==> src/rtl/core/cdma_pkg.sv <==
// Shared types and constants for the DMA channel: item layouts, decoded
// operations, register offsets and control bits. No dependencies.
package cdma_pkg;

  // Input item modes
  typedef enum logic [1:0] {
    MODE_RD   = 2'd0,
    MODE_WR   = 2'd1,
    MODE_TICK = 2'd2
  } mode_e;

  // Decoded operation kinds handed from front to back
  typedef enum logic [1:0] {
    OP_NOP   = 2'd0,
    OP_READ  = 2'd1,
    OP_WRITE = 2'd2,
    OP_TICK  = 2'd3
  } op_kind_e;

  // Memory request codes
  typedef enum logic [1:0] {
    REQ_NONE  = 2'd0,
    REQ_READ  = 2'd1,
    REQ_WRITE = 2'd2
  } mem_req_e;

  // Register word offsets
  localparam logic [3:0] REG_RESET  = 4'd0;
  localparam logic [3:0] REG_CTRL   = 4'd1;
  localparam logic [3:0] REG_SRC    = 4'd2;
  localparam logic [3:0] REG_DST    = 4'd3;
  localparam logic [3:0] REG_LEN    = 4'd4;
  localparam logic [3:0] REG_STATUS = 4'd5;
  localparam logic [3:0] REG_ISR    = 4'd11;
  localparam logic [3:0] REG_IER    = 4'd12;

  // Control, status and interrupt bits
  localparam int CTRL_SRC_INC_BIT = 31;
  localparam int CTRL_DST_INC_BIT = 30;
  localparam logic [31:0] RESET_MAGIC = 32'h0000_000a;
  localparam int IRQ_ERR_BIT  = 1;
  localparam int IRQ_DONE_BIT = 0;
  localparam int IRQ_W        = 2;

  // Queue between front and back
  localparam int QDEPTH = 2;
  localparam int QPTR_W = $clog2(QDEPTH);
  localparam int QCNT_W = $clog2(QDEPTH + 1);

  typedef struct packed {
    logic [1:0]  mode;
    logic [3:0]  reg_offset;
    logic [31:0] write_value;
    logic [31:0] mem_read_value;
    logic        mem_fault;
  } in_item_t;

  typedef struct packed {
    logic [31:0] read_value;
    logic [1:0]  mem_request;
    logic [31:0] mem_address;
    logic [31:0] mem_write_value;
    logic [2:0]  mem_byte_count;
    logic        irq_line;
  } out_item_t;

  // Classified operation: register data or memory read data share one field
  typedef struct packed {
    op_kind_e    kind;
    logic [3:0]  offset;
    logic [31:0] value;
    logic        fault;
  } op_t;

endpackage

==> src/rtl/core/cdma_channel_if.sv <==
// Valid/ready channel interfaces for the DMA channel's input and result items.
// Depends on cdma_pkg for the item layouts.
interface cdma_in_if;
  import cdma_pkg::*;
  logic     valid;
  logic     ready;
  in_item_t data;
  modport source (output valid, output data, input ready);
  modport sink   (input valid, input data, output ready);
endinterface

interface cdma_out_if;
  import cdma_pkg::*;
  logic      valid;
  logic      ready;
  out_item_t data;
  modport source (output valid, output data, input ready);
  modport sink   (input valid, input data, output ready);
endinterface

==> src/rtl/core/cdma_front.sv <==
// Front end of the DMA channel: classifies incoming items and queues them
// for the back end. Depends on cdma_pkg and cdma_in_if.
module cdma_front (
  input  logic           clk,
  input  logic           rst_n,
  cdma_in_if.sink        in_ch,
  output logic           q_valid,
  output cdma_pkg::op_t  q_head,
  input  logic           q_pop
);
  import cdma_pkg::*;

  op_t               op_new;
  logic              push;
  op_t               q_mem_r [QDEPTH];
  logic [QPTR_W-1:0] wr_ptr_r, wr_ptr_nxt;
  logic [QPTR_W-1:0] rd_ptr_r, rd_ptr_nxt;
  logic [QCNT_W-1:0] cnt_r, cnt_nxt;

  // Classify the item by mode
  always_comb begin
    op_new.offset = in_ch.data.reg_offset;
    op_new.fault  = in_ch.data.mem_fault;
    op_new.value  = in_ch.data.mem_read_value;
    case (in_ch.data.mode)
      MODE_RD: begin
        op_new.kind = OP_READ;
      end
      MODE_WR: begin
        op_new.kind  = OP_WRITE;
        op_new.value = in_ch.data.write_value;
      end
      MODE_TICK: begin
        op_new.kind = OP_TICK;
      end
      default: begin
        op_new.kind = OP_NOP;
      end
    endcase
  end

  assign in_ch.ready = (cnt_r != QCNT_W'(QDEPTH));
  assign push        = in_ch.valid && in_ch.ready;
  assign q_valid     = (cnt_r != '0);
  assign q_head      = q_mem_r[rd_ptr_r];

  // Advance pointers and fill count
  always_comb begin
    wr_ptr_nxt = push  ? wr_ptr_r + 1'b1 : wr_ptr_r;
    rd_ptr_nxt = q_pop ? rd_ptr_r + 1'b1 : rd_ptr_r;
    case ({push, q_pop})
      2'b10:   cnt_nxt = cnt_r + 1'b1;
      2'b01:   cnt_nxt = cnt_r - 1'b1;
      default: cnt_nxt = cnt_r;
    endcase
  end

  always_ff @(posedge clk) begin
    if (!rst_n) begin
      wr_ptr_r <= '0;
      rd_ptr_r <= '0;
      cnt_r    <= '0;
    end else begin
      wr_ptr_r <= wr_ptr_nxt;
      rd_ptr_r <= rd_ptr_nxt;
      cnt_r    <= cnt_nxt;
    end
  end

  // Store the classified item
  always_ff @(posedge clk) begin
    if (push) begin
      q_mem_r[wr_ptr_r] <= op_new;
    end
  end

endmodule

==> src/rtl/core/cdma_back.sv <==
// Back end of the DMA channel: holds the channel registers, executes one
// queued operation per cycle unless the held result is stalled, and registers the result item.
// Depends on cdma_pkg and cdma_out_if.
module cdma_back #(
  parameter int ADDR_BITS = 32
) (
  input  logic           clk,
  input  logic           rst_n,
  input  logic           q_valid,
  input  cdma_pkg::op_t  q_head,
  output logic           q_pop,
  cdma_out_if.source     out_ch
);
  import cdma_pkg::*;

  localparam int PW = (ADDR_BITS < 32) ? ADDR_BITS : 32;

  logic [31:0]      ctrl_r, ctrl_nxt;
  logic [PW-1:0]    src_r, src_nxt;
  logic [PW-1:0]    dst_r, dst_nxt;
  logic [31:0]      len_r, len_nxt;
  logic             busy_r, busy_nxt;
  logic             fault_r, fault_nxt;
  logic [IRQ_W-1:0] isr_r, isr_nxt;
  logic [IRQ_W-1:0] ier_r, ier_nxt;
  logic             phase_r, phase_nxt;
  logic             out_valid_r, out_valid_nxt;
  out_item_t        out_data_r;
  out_item_t        res;
  logic [2:0]       chunk;
  logic             exec;

  assign exec  = q_valid && (!out_valid_r || out_ch.ready);
  assign q_pop = exec;

  // Bytes per memory access: single byte when both sides increment, else the remaining length capped at four
  always_comb begin
    if (ctrl_r[CTRL_SRC_INC_BIT] && ctrl_r[CTRL_DST_INC_BIT]) begin
      chunk = 3'd1;
    end else if (len_r < 32'd4) begin
      chunk = len_r[2:0];
    end else begin
      chunk = 3'd4;
    end
  end

  // Execute the head operation
  always_comb begin
    ctrl_nxt  = ctrl_r;
    src_nxt   = src_r;
    dst_nxt   = dst_r;
    len_nxt   = len_r;
    busy_nxt  = busy_r;
    fault_nxt = fault_r;
    isr_nxt   = isr_r;
    ier_nxt   = ier_r;
    phase_nxt = phase_r;
    res       = '0;
    case (q_head.kind)
      OP_READ: begin
        case (q_head.offset)
          REG_CTRL:   res.read_value = ctrl_r;
          REG_SRC:    res.read_value = 32'(src_r);
          REG_DST:    res.read_value = 32'(dst_r);
          REG_LEN:    res.read_value = len_r;
          REG_STATUS: res.read_value = {busy_r, fault_r, 30'd0};
          REG_ISR:    res.read_value = 32'(isr_r);
          REG_IER:    res.read_value = 32'(ier_r);
          default:    res.read_value = '0;
        endcase
      end
      OP_WRITE: begin
        case (q_head.offset)
          REG_RESET: begin
            if (q_head.value == RESET_MAGIC) begin
              ctrl_nxt  = '0;
              src_nxt   = '0;
              dst_nxt   = '0;
              len_nxt   = '0;
              busy_nxt  = 1'b0;
              fault_nxt = 1'b0;
              isr_nxt   = '0;
              ier_nxt   = '0;
              phase_nxt = 1'b0;
            end
          end
          REG_CTRL: begin
            if (!busy_r) ctrl_nxt = q_head.value;
          end
          REG_SRC: begin
            if (!busy_r) src_nxt = q_head.value[PW-1:0];
          end
          REG_DST: begin
            if (!busy_r) dst_nxt = q_head.value[PW-1:0];
          end
          REG_LEN: begin
            if (!busy_r) begin
              len_nxt = q_head.value;
              if (q_head.value != '0) begin
                busy_nxt  = 1'b1;
                phase_nxt = 1'b0;
              end
            end
          end
          REG_ISR: begin
            isr_nxt = isr_r ^ q_head.value[IRQ_W-1:0];
          end
          REG_IER: begin
            ier_nxt = q_head.value[IRQ_W-1:0];
          end
          default: begin
          end
        endcase
      end
      OP_TICK: begin
        if (busy_r) begin
          if (!phase_r) begin
            // read phase: fetch from source
            res.mem_request    = REQ_READ;
            res.mem_address    = 32'(src_r);
            res.mem_byte_count = chunk;
            phase_nxt          = 1'b1;
          end else if (q_head.fault) begin
            // read failed: flag and stop
            fault_nxt            = 1'b1;
            isr_nxt[IRQ_ERR_BIT] = 1'b1;
            busy_nxt             = 1'b0;
            phase_nxt            = 1'b0;
          end else begin
            // write phase: store returned data to destination
            res.mem_request    = REQ_WRITE;
            res.mem_address    = 32'(dst_r);
            res.mem_byte_count = chunk;
            case (chunk)
              3'd1:    res.mem_write_value = {24'd0, q_head.value[7:0]};
              3'd2:    res.mem_write_value = {16'd0, q_head.value[15:0]};
              3'd3:    res.mem_write_value = {8'd0, q_head.value[23:0]};
              default: res.mem_write_value = q_head.value;
            endcase
            if (ctrl_r[CTRL_SRC_INC_BIT]) src_nxt = src_r + PW'(chunk);
            if (ctrl_r[CTRL_DST_INC_BIT]) dst_nxt = dst_r + PW'(chunk);
            len_nxt   = len_r - 32'(chunk);
            phase_nxt = 1'b0;
            if (len_nxt == '0) begin
              busy_nxt              = 1'b0;
              isr_nxt[IRQ_DONE_BIT] = 1'b1;
            end
          end
        end
      end
      default: begin
      end
    endcase
    res.irq_line = |(isr_nxt & ier_nxt);
  end

  // Hold the result until taken
  assign out_valid_nxt = exec ? 1'b1 : (out_ch.ready ? 1'b0 : out_valid_r);
  assign out_ch.valid  = out_valid_r;
  assign out_ch.data   = out_data_r;

  always_ff @(posedge clk) begin
    if (!rst_n) begin
      ctrl_r      <= '0;
      src_r       <= '0;
      dst_r       <= '0;
      len_r       <= '0;
      busy_r      <= 1'b0;
      fault_r     <= 1'b0;
      isr_r       <= '0;
      ier_r       <= '0;
      phase_r     <= 1'b0;
      out_valid_r <= 1'b0;
    end else begin
      out_valid_r <= out_valid_nxt;
      if (exec) begin
        ctrl_r  <= ctrl_nxt;
        src_r   <= src_nxt;
        dst_r   <= dst_nxt;
        len_r   <= len_nxt;
        busy_r  <= busy_nxt;
        fault_r <= fault_nxt;
        isr_r   <= isr_nxt;
        ier_r   <= ier_nxt;
        phase_r <= phase_nxt;
      end
    end
  end

  // Capture the result item
  always_ff @(posedge clk) begin
    if (exec) begin
      out_data_r <= res;
    end
  end

endmodule

==> src/rtl/core/central_dma_channel.sv <==
// Top level of one DMA channel: front end with item queue, back end with
// channel registers and result register. Depends on cdma_pkg, the channel
// interfaces, cdma_front and cdma_back.
//
//   channel | direction | payload                                   | handshake
//   in_ch   | sink      | mode, reg_offset, write_value,            | valid/ready
//           |           | mem_read_value, mem_fault                 |
//   out_ch  | source    | read_value, mem_request, mem_address,     | valid/ready
//           |           | mem_write_value, mem_byte_count, irq_line |
//
// One item per cycle sustained while out_ch.ready stays high; an accepted item
// waits in the queue until the back end executes it at the queue head, and its
// result is then held in the result register until out_ch takes it.
// Synchronous active-low reset empties the queue and clears all channel
// registers and the pending result.
// A stalled result holds in the output register; the queue absorbs two more
// items before in_ch.ready drops.
module central_dma_channel #(
  parameter int ADDR_BITS = 32
) (
  input  logic       clk,
  input  logic       rst_n,
  cdma_in_if.sink    in_ch,
  cdma_out_if.source out_ch
);
  import cdma_pkg::*;

  logic q_valid;
  op_t  q_head;
  logic q_pop;

  cdma_front u_front (
    .clk     (clk),
    .rst_n   (rst_n),
    .in_ch   (in_ch),
    .q_valid (q_valid),
    .q_head  (q_head),
    .q_pop   (q_pop)
  );

  cdma_back #(
    .ADDR_BITS (ADDR_BITS)
  ) u_back (
    .clk     (clk),
    .rst_n   (rst_n),
    .q_valid (q_valid),
    .q_head  (q_head),
    .q_pop   (q_pop),
    .out_ch  (out_ch)
  );

  // Back end pops only a present item
  a_pop_has_item: assert property (@(posedge clk) disable iff (!rst_n)
    q_pop |-> q_valid)
    else $error("queue popped while empty");

  // Back end never overwrites a result that is still held
  a_pop_room: assert property (@(posedge clk) disable iff (!rst_n)
    q_pop |-> (!out_ch.valid || out_ch.ready))
    else $error("result overwritten while stalled");

  // An accepted item is queued on the next cycle
  a_push_lands: assert property (@(posedge clk) disable iff (!rst_n)
    (in_ch.valid && in_ch.ready) |=> q_valid)
    else $error("accepted item missing from queue");

  // A new result follows an execution
  a_result_source: assert property (@(posedge clk) disable iff (!rst_n)
    $rose(out_ch.valid) |-> $past(q_pop))
    else $error("result appeared without execution");

endmodule

==> src/flat_wrapper.sv <==
// flat-port wrapper written by rule: the top's interface ports become plain ports
module central_dma_channel_flat import cdma_pkg::*;
#(
  parameter int ADDR_BITS = 32
)
  (clk, rst_n, in_ch_valid, in_ch_data, in_ch_ready, out_ch_valid, out_ch_data, out_ch_ready);
  cdma_in_if in_ch_i ();
  cdma_out_if out_ch_i ();
  input  logic clk;
  input  logic rst_n;
  input wire logic [$bits(in_ch_i.valid)-1:0] in_ch_valid;
  input wire logic [$bits(in_ch_i.data)-1:0] in_ch_data;
  output wire logic [$bits(in_ch_i.ready)-1:0] in_ch_ready;
  output wire logic [$bits(out_ch_i.valid)-1:0] out_ch_valid;
  output wire logic [$bits(out_ch_i.data)-1:0] out_ch_data;
  input wire logic [$bits(out_ch_i.ready)-1:0] out_ch_ready;
  assign in_ch_i.valid = in_ch_valid;
  assign in_ch_i.data = in_ch_data;
  assign in_ch_ready = in_ch_i.ready;
  assign out_ch_valid = out_ch_i.valid;
  assign out_ch_data = out_ch_i.data;
  assign out_ch_i.ready = out_ch_ready;
  central_dma_channel #(.ADDR_BITS(ADDR_BITS)) u_core (.clk(clk), .rst_n(rst_n), .in_ch(in_ch_i), .out_ch(out_ch_i));
endmodule
==> config.mk <==
export PLATFORM = sky130hd
export DESIGN_NAME = central_dma_channel_flat
export DESIGN_NICKNAME = d
export VERILOG_FILES = /design/src/rtl/core/cdma_pkg.sv /design/src/rtl/core/cdma_channel_if.sv /design/src/rtl/core/cdma_front.sv /design/src/rtl/core/cdma_back.sv /design/src/rtl/core/central_dma_channel.sv /design/src/flat_wrapper.sv
export SDC_FILE = /design/constraint.sdc
export NUM_CORES = 1
export LEC_CHECK = 0
export BUFFER_PORTS_ARGS = -buffer_cell sky130_fd_sc_hd__buf_2
export CAP_MARGIN = 20
export CORE_ASPECT_RATIO = 0.9
export CORE_MARGIN = 3
export CORE_UTILIZATION = 45
export DETAILED_ROUTE_END_ITERATION = 10
export PLACE_DENSITY_LB_ADDON = 0.15
export SLEW_MARGIN = 20
export SYNTH_ARGS = -nofsm -noshare
export SYNTH_HDL_FRONTEND = slang
export SYNTH_SLANG_ARGS = --single-unit
==> constraint.sdc <==
create_clock -name clk -period 5.6 [get_ports clk]
set_input_delay 0 -clock clk [delete_from_list [all_inputs] [get_ports clk]]
set_output_delay 0 -clock clk [all_outputs]
set_load 0.01 [all_outputs]
* After elaboration in Yosys (flattened, before gate mapping) *
Memory sizes are Yosys's and may differ from the RTL's. A register that Yosys moved wholly into a read port is not among the register bits.
Cells that the tools add are included.

storage, ports and cells
  bits in registers = 242
  RAM bits = 78
  word-level logic and storage cells = 163
  memories = 1

operators by class
  add/sub/neg operators = 7
  order comparisons = 1
  equal/unequal tests = 37
  multiplexer cells = 67
  bitwise logic cells = 5
  reductions and logical operators = 25

memory list
  memory                  words  bits a word  rd ports  clocked after memory_dff  wr ports  RTL line          source
  u_core.u_front.q_mem_r  2      39           1         1                         1         cdma_front.sv:15  op_t q_mem_r [QDEPTH];

operators by type and width
  operator             number
  $mux 32              14
  $pmux 32 s2          7
  $pmux 32 s7          1
  $pmux 32 s3          1
  $mux 69              1
  $add 32x3->32        2
  $mux 33              1
  $eq 32x4->1 const B  1
  $logic_not 32->1     1
  $lt 32x3->1 const B  1
  $reduce_bool 32->1   1
  $sub 32x3->32        1
  $mux 1               24
  $ne 2x2->1 const B   9
  $reduce_and 9->1     2
  $pmux 2 s2           4
  $ne 3x3->1 const B   5
  $reduce_and 7->1     2
  $mux 2               5
  $pmux 1 s2           5
  $reduce_bool 2->1    5
  $mux 3               3
  $eq 2x2->1 const B   4
  $eq 4x2->1 const B   2
  other kinds (28)     40

* Logic depth before layout (Yosys ltp) *
  word-level depth = 12
  gate-level depth with buffers = 18
  mapped depth without buffers = 16

* Modules after synthesis *
Synthesis repeated with hierarchy kept, for this count alone.

second synthesis, totals
  cells, all modules = 1750
  area, all modules = 16620.9 um^2

modules (own cells, without submodules)
  module      instances  cells an instance  area each (um^2)  sequential area each (um^2)
  cdma_back   1          1562               13135.1           5785.5
  cdma_front  1          188                3485.8            2442.3

* Least setup slack after synthesis *
Ideal clock, no wire load.

  path kind = reg2reg
  from = register u_core.u_back.len_r[20]
  to = register u_core.u_back.out_data_r, in the netlist u_core.u_back.out_ch.data[0], data pin
  data arrival time = 4.086 ns
  setup slack = 1.373 ns
  stages on the path, launching flop included = 17
  path buffers = 2
  cells stage by stage = dfxtp_1 > buf_4 > nor4_2 > nand2_1 > nor3_2 > nand3_1 > inv_1 > fa_1 > inv_1 > maj3_2 > or2_1 > clkbuf_2 > or4_1 > xor2_1 > nand4_1 > or4_4 > a21oi_2

RTL lines
  element                 RTL line          source
  start, declared         cdma_back.sv:21   logic [31:0] len_r, len_nxt;
  start signal, assigned  cdma_back.sv:180  len_r <= len_nxt;
  end signal, assigned    cdma_back.sv:193  out_data_r <= res;
  end, declared           cdma_back.sv:28   out_item_t out_data_r;

==> metrics.txt <==
outcome=complete, no violations; Clock power frac=23.1%; Crit path max-delay family=simple AND/OR/NAND/NOR gates; reg-to-reg critical path endpoint=u_core.u_back.out_ch.data[0]$_DFFE_PP_; final non-filler cell total=2413; Nets=1998; area grow syn2layout=20.3%; worst path cell trace=nor3_2, nand4_1, nor3_2, nand3_1, ha_1, a211o_1, a2111oi_0, or4b_1, xor2_1, nand4_1, or4_4, a21oi_2; Initial Utilization=45.7%; layout cells sized above 1=19.5%; Leak=7.29 nW; Worst-Skew Late Latency=0.54 ns; Mean Syn Cell Area=9.76 µm²; clock skew=0.0201 ns; post-layout minimum cycle time=5.02 ns; Max VDD drop=0.359 mV; total power=0.0105 W; Comb pwr share=44.3%; # rows=66; Int Power=0.00605 W; register-to-register setup slack=0.58 ns; die width=208 µm; RSZ-0062 raised after global routing=no; Worst Path Buf+Inv=0; Root Buffer=clkbuf_16; Fin Hold WS=0.149 ns; Switch Pwr=0.00444 W; Seq/Total Area, Yosys=49.7%; Mapped Area=16600 µm²; MaxCap Viol Count=0; Distinct cells, synth=87; Sequential Power Share=32.6%; post-synth top area share=32.6%; Worst setup SP type=flop; Setup TNS Final=0 ns; IO Port Bufs=178; Slew Limit Headroom=22.0%; Hold Path Cell Cnt=3; Placeable Area=36300 µm²; Worst-Margin Slew=1.14 ns; GPL Wtd Cong=0.934; first-pass GRT wire length=95700 µm; Num CTS Buffers=36; WHS Endpoint=u_core.u_back.src_r[28]$_SDFFE_PN0P_; DRT iter0 DRCs=1945; H-tree Lvls=2; Max Clk Rate=0.199 GHz; Hold Path Class=input pin to flop; Post-synth EDFFs=180; Die ar.=39100 µm²; P per Cell Area=526 nW/µm²; clock tree from TritonCTS=built; placed cells=2273; Setup CP Type=flop to flop; cts repair resizes=0; Final period util=89.6%; placed wire-length estimate=45200 µm; routed len/inst=26.8 µm; area leader, netlist=edfxtp_1; Synth Instances=1697; Via density=6.42; CP max stage delay=0.78 ns; top_reg_cell synth=edfxtp_1; CTS sink cnt=321; register area=8230 µm²; GR Util All Layers=32.2%; Setup crit end kind=flop; Max Transition Viols Final=0; CP Max Fanout=11; CP arrival=5.41 ns; vias=15500; TritonRoute pass-1 iters=6; most frequent cell after synthesis=nor2_1; Die Y-Extent=188 µm; CP Data Required Time=5.99 ns; vias in the first global route=14500; Setup violations, final=0; grt ovf=0; asr flop ratio synth=0%; diode count=0; HP Start=rst_n; Slowest-stage cell, CP=a2111oi_0; largest net degree at the start of global routing=71; commonest cells in the synthesized netlist=nor2_1, edfxtp_1, dfxtp_1; worst-case clock buffer depth=3; DP Area=18000 µm²; Switching Fraction=42.3%; Post-Syn Nets=1786; Finished Cell Area=19900 µm²; io pins=179; Synth warnings=0; r2r startpoint=u_core.u_back.len_r[4]$_SDFFE_PN0P_; wirelength, routed=64800 µm; Post-route DRC=0; area of the multi-input gates=7810 µm²; # Post-CTS Setup Buffers=0; Fin. Hold Viols=0; FILL cells=3173; Worst-path clk slew=0.06 ns; initial antenna violation count=0; Worst Reg-to-Reg Cells=12; Synth area leaders=edfxtp_1, dfxtp_1, nor2_1; Yosys reg bits=321; ANT nets after route=0
==> sequential cells by signal (all words and copies together) (netlist names), named ones only <==
signal	flops
u_core.u_back.out_ch.valid	1
u_core.u_back.dst_r	32
u_core.u_front.cnt_r	2
u_core.u_front.wr_ptr_r	1
u_core.u_back.out_ch.data	102
u_core.u_back.phase_r	1
u_core.u_back.fault_r	1
u_core.u_front.q_mem_r	78
u_core.u_back.ier_r	2
u_core.u_back.ctrl_r	32
u_core.u_back.src_r	32
u_core.u_back.busy_r	1
u_core.u_back.isr_r	2
u_core.u_front.rd_ptr_r	1
u_core.u_back.len_r	32
==> final cells by class <==
class / instances / share of cell area, %
well taps: 476 / 2.99
clock inverters: 8 / 0.634
repair buffers: 299 / 9.95
clock buffers: 58 / 5.40
inverters: 26 / 0.502
flip-flops and latches: 321 / 41.3
multi-input cells: 1225 / 39.2
==> cells by family (layout without fill, tap and decap cells) <==
kind of cell / Yosys count / after routing / synth area share, %
compound gates: 501 / 501 / 21.0
fa+ha+maj: 15 / 15 / 1.26
simple gates: 594 / 594 / 17.3
buf+inv: 151 / 391 / 3.69
xor+xnor: 34 / 34 / 1.80
mux: 81 / 81 / 5.24
flops: 321 / 321 / 49.7
==> how the worst max path moves through the flow <==
stage,from,to,cells after the start
after floorplan,u_core.u_back.len_r[20]$_SDFFE_PN0P_,u_core.u_back.out_ch.data[0]$_DFFE_PP_,16
after global placement,u_core.u_back.len_r[20]$_SDFFE_PN0P_,u_core.u_back.out_ch.data[0]$_DFFE_PP_,14
after detailed placement,u_core.u_back.len_r[4]$_SDFFE_PN0P_,u_core.u_back.out_ch.data[0]$_DFFE_PP_,12
after CTS,u_core.u_back.len_r[4]$_SDFFE_PN0P_,u_core.u_back.out_ch.data[0]$_DFFE_PP_,12
after global routing,u_core.u_back.len_r[4]$_SDFFE_PN0P_,u_core.u_back.out_ch.data[0]$_DFFE_PP_,12
final,u_core.u_back.len_r[4]$_SDFFE_PN0P_,u_core.u_back.out_ch.data[0]$_DFFE_PP_,12
==> cell usage in the layout, fill, tap and decap left out, types with 9 or more instances in the layout <==
| master | instances |
|---|---|
| a22o_1 | 56 |
| a21oi_1 | 110 |
| nand4_1 | 19 |
| a22oi_1 | 23 |
| nor2_1 | 257 |
| mux2_2 | 45 |
| ha_1 | 11 |
| o22ai_1 | 27 |
| mux2i_1 | 30 |
| nand2_1 | 96 |
| xor2_1 | 16 |
| dlygate4sd3_1 | 73 |
| buf_4 | 47 |
| edfxtp_1 | 180 |
| clkbuf_1 | 15 |
| nor3_1 | 64 |
| nand3_1 | 29 |
| o211a_1 | 9 |
| a211oi_1 | 17 |
| inv_1 | 24 |
| a222oi_1 | 30 |
| clkbuf_16 | 38 |
| a21o_1 | 9 |
| o32ai_1 | 9 |
| buf_2 | 178 |
| o21ai_0 | 97 |
| xnor2_1 | 18 |
| dfxtp_1 | 140 |
| o221ai_1 | 10 |
| or3_1 | 12 |
| nor4_1 | 22 |
| and2_1 | 12 |
| and3_1 | 13 |
| a31oi_1 | 20 |
==> metrics by stage <==
stage          util (%)  setup slack [ns]
3_5_place_dp       49.6             0.689
4_1_cts            54.9             0.666
3_3_place_gp       49.5             0.755
6_report           55.0             0.580
2_1_floorplan         -              1.37
5_1_grt            55.0             0.379
==> timing repair <==
item	CTS	global route
endpoints found under the hold margin	80	0
hold buffers	73	0
setup endpoints to repair	0	0
==> tightest hold or removal path: cells and delay by family <==
family,cells,cell delay (ns)
AOI/OAI and AO/OA,1,0.20
buffers and inverters,2,0.43
==> metal layers <==
layer	vias to the layer above	GRT usage, %	wire length, µm
li1	6887	-	-
met2	887	48.3	28300
met1	7593	46.1	27200
met5	-	0	0
met4	0	12.6	2700
met3	117	6.62	6570
==> power by group through the flow <==
stage | clock [W] | combinational (W) | sequential (W)
final | 0.00243 | 0.00465 | 0.00342
after global routing | 0.00255 | 0.00492 | 0.00347
after CTS | 0.00245 | 0.00453 | 0.00341
after detailed placement | 0 | 0.00446 | 0.00345
after global placement | 0 | 0.00449 | 0.00344
after floorplan | 0 | 0.00264 | 0.00352
Note: power is estimated with default switching activity, not from simulation.
